`src/hw/rtl/mpq_pkg.sv`:
```
package mpq_pkg;

  // Action codes carried on the input channel.
  localparam logic [1:0] ACT_ENQ  = 2'd0;
  localparam logic [1:0] ACT_DEQ  = 2'd1;
  localparam logic [1:0] ACT_PEEK = 2'd2;

  // Status codes returned with every result item.
  localparam logic [1:0] ST_OK    = 2'd0;
  localparam logic [1:0] ST_EMPTY = 2'd1;
  localparam logic [1:0] ST_FULL  = 2'd2;

  // Commands from the controller to the datapath.
  typedef struct packed {
    logic       latch;       // capture the accepted input item
    logic       clear_res;   // zero the result and set its status
    logic [1:0] res_status;
    logic       write_enq;   // append the captured entry, count up
    logic       scan_start;  // read entry zero
    logic       scan_step;   // compare the read entry, read the next one
    logic       shift_rd;    // read the entry above the gap
    logic       shift_wr;    // write it into the gap, move the gap up
    logic       dec_count;   // count down after a removal
    logic       load_out;    // move the result into the output register
  } cmd_t;

  // Status from the datapath to the controller.
  typedef struct packed {
    logic [1:0] act;
    logic       empty;
    logic       full;
    logic       scan_last;
    logic       shift_last;
    logic       out_free;
  } stat_t;

endpackage

```
`src/hw/rtl/mpq_ctrl.sv`:
```
module mpq_ctrl (
  input  logic            clk_i,
  input  logic            rst_ni,
  input  logic            in_valid_i,
  output logic            in_ready_o,
  input  mpq_pkg::stat_t  stat_i,
  output mpq_pkg::cmd_t   cmd_o
);

  localparam logic [2:0] S_IDLE     = 3'd0;
  localparam logic [2:0] S_DECIDE   = 3'd1;
  localparam logic [2:0] S_SCAN     = 3'd2;
  localparam logic [2:0] S_SHIFT_RD = 3'd3;
  localparam logic [2:0] S_SHIFT_WR = 3'd4;
  localparam logic [2:0] S_RESP     = 3'd5;

  logic [2:0] state_q;
  logic [2:0] state_d;

  always_comb begin
    state_d    = state_q;
    cmd_o      = '0;
    in_ready_o = 1'b0;
    case (state_q)
      S_IDLE: begin
        in_ready_o = 1'b1;
        if (in_valid_i) begin
          cmd_o.latch = 1'b1;
          state_d     = S_DECIDE;
        end
      end
      S_DECIDE: begin
        cmd_o.clear_res  = 1'b1;
        cmd_o.res_status = mpq_pkg::ST_OK;
        state_d          = S_RESP;
        if (stat_i.act == mpq_pkg::ACT_ENQ) begin
          if (stat_i.full) begin
            cmd_o.res_status = mpq_pkg::ST_FULL;
          end else begin
            cmd_o.write_enq = 1'b1;
          end
        end else if (stat_i.act inside {mpq_pkg::ACT_DEQ, mpq_pkg::ACT_PEEK}) begin
          if (stat_i.empty) begin
            cmd_o.res_status = mpq_pkg::ST_EMPTY;
          end else begin
            cmd_o.scan_start = 1'b1;
            state_d          = S_SCAN;
          end
        end
      end
      S_SCAN: begin
        cmd_o.scan_step = 1'b1;
        if (stat_i.scan_last) begin
          state_d = (stat_i.act == mpq_pkg::ACT_DEQ) ? S_SHIFT_RD : S_RESP;
        end
      end
      S_SHIFT_RD: begin
        if (stat_i.shift_last) begin
          cmd_o.dec_count = 1'b1;
          state_d         = S_RESP;
        end else begin
          cmd_o.shift_rd = 1'b1;
          state_d        = S_SHIFT_WR;
        end
      end
      S_SHIFT_WR: begin
        cmd_o.shift_wr = 1'b1;
        state_d        = S_SHIFT_RD;
      end
      S_RESP: begin
        if (stat_i.out_free) begin
          cmd_o.load_out = 1'b1;
          state_d        = S_IDLE;
        end
      end
      default: begin
        state_d = S_IDLE;
      end
    endcase
  end

  always_ff @(posedge clk_i or negedge rst_ni) begin
    if (!rst_ni) begin
      state_q <= S_IDLE;
    end else begin
      state_q <= state_d;
    end
  end

endmodule

```
`config.mk`:
```
export PLATFORM = sky130hd
export DESIGN_NAME = mpq_ctrl
export DESIGN_NICKNAME = d
export VERILOG_FILES = /design/src/hw/rtl/mpq_pkg.sv /design/src/hw/rtl/mpq_ctrl.sv
export SDC_FILE = /design/constraint.sdc
export NUM_CORES = 1
export LEC_CHECK = 0
export ABC_CLOCK_PERIOD_IN_PS = 4300
export BUFFER_PORTS_ARGS = -buffer_cell sky130_fd_sc_hd__buf_4
export CAP_MARGIN = 20
export CORE_AREA = 4 4 41 43
export CTS_BUF_LIST = sky130_fd_sc_hd__clkbuf_8
export CTS_CLUSTER_SIZE = 28
export DETAILED_ROUTE_END_ITERATION = 12
export DIE_AREA = 0 0 45 47
export PLACE_DENSITY = 0.6
export SYNTH_ARGS = -nofsm -noshare
export SYNTH_HDL_FRONTEND = slang
export SYNTH_SLANG_ARGS = --single-unit
```
`constraint.sdc`:
```
create_clock -name clk_i -period 4.3 [get_ports clk_i]
set_clock_uncertainty 0.05 [all_clocks]
set_input_delay 0.86 -clock clk_i [delete_from_list [all_inputs] [get_ports clk_i]]
set_output_delay 0.86 -clock clk_i [all_outputs]
set_load 0.005 [all_outputs]
```
**Yosys cells after proc, flatten, opt, wreduce, memory -nomap -nowiden**

Cells that the tools add are included.

- Flip-flop bits (word level): 3
- Bits in latches: 0
- Memory bits (writable): 0
- Bits in read-only memories: 0
- Bits of input ports: 10
- Word-level logic and storage cells: 45
- Memories: 0

- $add $sub $neg: 0
- Multipliers: 0
- Div/mod/pow operators: 0
- $lt $le $gt $ge: 0
- Equal/unequal tests: 10
- Shift operators: 0
- Mux-type cells: 30
- Bitwise operators: 0
- Reductions and logical operators: 4

Operator list:

| kind | number |
|---|---|
| 3-bit two-way mux | 7 |
| 1-bit two-way mux | 19 |
| 3-bit case mux with 6 select lines | 1 |
| 3-bit by 2-bit == test with 1-bit output (second input constant) | 2 |
| 3-bit == test (second input constant) | 2 |
| 2-bit inequality test (second input constant) | 3 |
| 5-bit two-way mux | 1 |
| 2-bit two-way mux | 2 |
| 3-bit by 1-bit == test with 1-bit output (second input constant) | 1 |
| 3-bit logical NOT | 1 |
| 3-bit AND reduction | 1 |
| 2-bit by 1-bit == test with 1-bit output (second input constant) | 1 |
| 2-bit == test (second input constant) | 1 |
| 2-bit logical NOT | 1 |
| 2-bit nonzero test | 1 |

**Depth between registers and ports, before layout**

- Depth in word-level cells: 5
- Mapped depth: 6
- Depth with buffers taken out: 5

**Least setup slack after synthesis**

OpenSTA, ideal clock, no wires.

- Path type: input to output
- Start point: input stat_i[6] (netlist name)
- End point: output cmd_o[5] (netlist name)
- Data arrival time: 1.732 ns
- Required time: 3.390 ns
- Setup slack: 1.658 ns
- Cell stages on the path: 4
- Buffers on the path: 0
- Cells stage by stage: inv_1 -> ha_1 -> or3b_2 -> nor2_1

RTL lines:

| item | RTL line | text |
|---|---|---|
| start, declared | mpq_ctrl.sv:6 | `input mpq_pkg::stat_t stat_i,` |
| end, declared | mpq_ctrl.sv:7 | `output mpq_pkg::cmd_t cmd_o` |

==> run metrics <==
status=completed; Rows=13; P_sw=120 µW; Final Hold Fails=0; DIE AREA=0.00212 mm²; WS Path Type=in2out; Pre-antenna DRT Iters=2; simple-gate share of the synthesized area=41.4%; Synth Area in XOR/XNOR=0%; commonest register cell after synthesis=dfrtp_1; Post-CTS Setup Inserts=0; Int Pwr=199 µW; max reg flops=3; WL final=873 µm; top post-synthesis cells by area=dfrtp_1 (21%), ha_1 (7.0%), nor2b_1 (7.0%); sequential share of power=24.4%; Remaining DRCs=0; most frequent cells after synthesis=nand2_1 (5), nor2_1 (4), nor2b_1 (4); largest net degree at the start of global routing=15; Port Buffer Count=21; initial antenna violation count=0; gpl congestion=0.740; Critical Path RT=3.39 ns; Cell Area, Synth=357 µm²; root buffer selected by CTS=clkbuf_8; fin util=42.6%; Peak Freq=0.350 GHz; largest registers=state_q (3); Sinks on Clock Net=3; fin crit period=2.86 ns; I/O pin total=22; crit start category=input pin; Yosys top cell area share=21.1%; wire per inst=10.6 µm; final worst slack=1.44 ns; DRT iter0 DRCs=6; Final ANT Viol Nets=0; Synth cell types=26; core area=0.00130 mm²; Seq cells post-synth=3; die height=47 µm; post-synthesis adder-cell area fraction=7.02%; Via-to-Cell Ratio=4.65; Net Sw Frac=37.6%; net count after synthesis=57; fin crit share=66.4%; global-route wire length before repair=1.33 mm; Rel. slew slack=71.9%; Post-synth ARST share=100%; synth-to-layout area growth=55.4%; post-synthesis sequential area ratio=21.1%; quantity of gates resized following cts=0; number of flops mapped to enable cells by yosys=0; n_diodes=0; vias in the first global route=346; Final #Nets=80; final setup fails=0; total gr overflow=0; Least-Margin Pin Slew=0.415 ns; Worst-path clk slew=0.03 ns; max cap viols=0; RSZ-0062 raised after global routing=no; Detailed Place HPWL=718 µm; gr usage total=8.94%; Post-CTS Hold Buffers=0; CP arrival=1.95 ns; cell taking the most area after synthesis=dfrtp_1; post-placement setup slack=1.44 ns; Num CTS Buffers=3; maximum vdd drop=0.000301 V; most flop-heavy register=state_q; Post-Synthesis Cells=45; clk buf depth=2; mux cell area share after synthesis=0%; crit-path max FO=3; setup TNS=0 ns; combinational cell fraction of total power=50.9%; share of layout cells above drive strength 1=41.8%; largest family of logic cells by synthesized area=simple AND/OR/NAND/NOR gates; total number of vias=381; Synth Area in Compound Gates=20.7%; Avg Cell Area, Syn=7.92 µm²; Skew-Pair Late Insertion Delay=0.21 ns; initial core utilization=27.4%; die width=45 µm; PwrDens=577 mW/mm²; H-tree depth=1; Static Leak=0.296 nW; worst min-delay path category=in2async; Clock power frac=24.7%; count leader, synth=nand2_1; Final Max Slew Viols=0; CTS tree=built; hold slack=0.375 ns; FILL cells=142; Ys Warns=0; CP Capture Type=output port
layout by cell type (no fill, tap or decap):
cell type  Yosys  final
o22ai_1        2      2
clkbuf_8       0      3
dfrtp_1        3      3
o211ai_2       1      1
and2_1         1      1
nor2_1         4      4
ha_1           2      2
nor4b_1        1      1
nand2b_1       2      2
and2b_1        1      1
o32a_1         1      1
and3_1         3      3
o21a_1         1      1
nor2b_1        4      4
or3b_2         1      1
and4b_1        1      1
o2bb2ai_1      1      1
inv_1          3      4
or4_4          1      1
nand2_1        5      5
o21ai_0        1      1
a22oi_1        1      1
nor3_1         1      1
buf_4          1     21
a21bo_2        1      1
metal layers:
metal,up-vias,GRT usage (%),part of all wire (%)
li1,202,-,-
met1,168,9.36,44
met2,11,14.4,50
met3,0,2.30,6.0
met4,0,8.77,0
met5,-,0,0
per-stage QoR:
stage / power, mW / instance area [µm²] / cells
finish: 0.320 / 554 / 82
global route: 0.352 / 554 / 82
floorplan: 0.190 / 357 / 45
CTS: 0.326 / 554 / 82
detailed placement: 0.243 / 509 / 78
global placement: 0.243 / 509 / 78
power groups by stage:
stage               combinational (mW)  clock [mW]  sequential, mW
CTS                              0.165      0.0831          0.0781
floorplan                        0.141           0          0.0488
global route                     0.181      0.0874          0.0835
global placement                 0.165           0          0.0780
finish                           0.163      0.0790          0.0779
detailed placement               0.165           0          0.0784
cell families after synthesis:
family,Yosys count
AO/OA/AOI/OAI,9
flip-flops,3
buffers and inverters,6
adder cells (fa/ha/maj),2
AND/OR/NAND/NOR,25
worst paths after layout:
| kind | from | endpoint | cells after the start | slack [ns] |
|---|---|---|---|---|
| setup / recovery | stat_i[6] | cmd_o[5] | 6 | 1.44 |
| hold / removal | rst_ni | state_q[1] | 1 | 0.38 |
| setup reg to reg | state_q[0] | state_q[0] | 3 | 2.89 |
| hold reg to reg | state_q[2] | state_q[1] | 1 | 0.63 |
| max in group asynchronous | rst_ni | state_q[0] | 1 | 3.73 |
| min in group clk_i | state_q[2] | state_q[1] | 1 | 0.63 |
worst max-delay path: stages:
cell and delay (ns):
buf_4 0.07, inv_1 0.04, ha_1 0.29, or3b_2 0.46, nor2_1 0.10, buf_4 0.11
cell type report:
class,instances,area (µm²),area share (%)
multi-input cells,36,246,44.5
repair buffers,21,158,28.4
flip-flops and latches,3,75.1,13.5
clock buffers,3,41.3,7.45
well taps,15,18.8,3.39
inverters,3,11.3,2.03
clock inverters,1,3.75,0.677
Note: power is estimated with default switching activity, not from simulation.
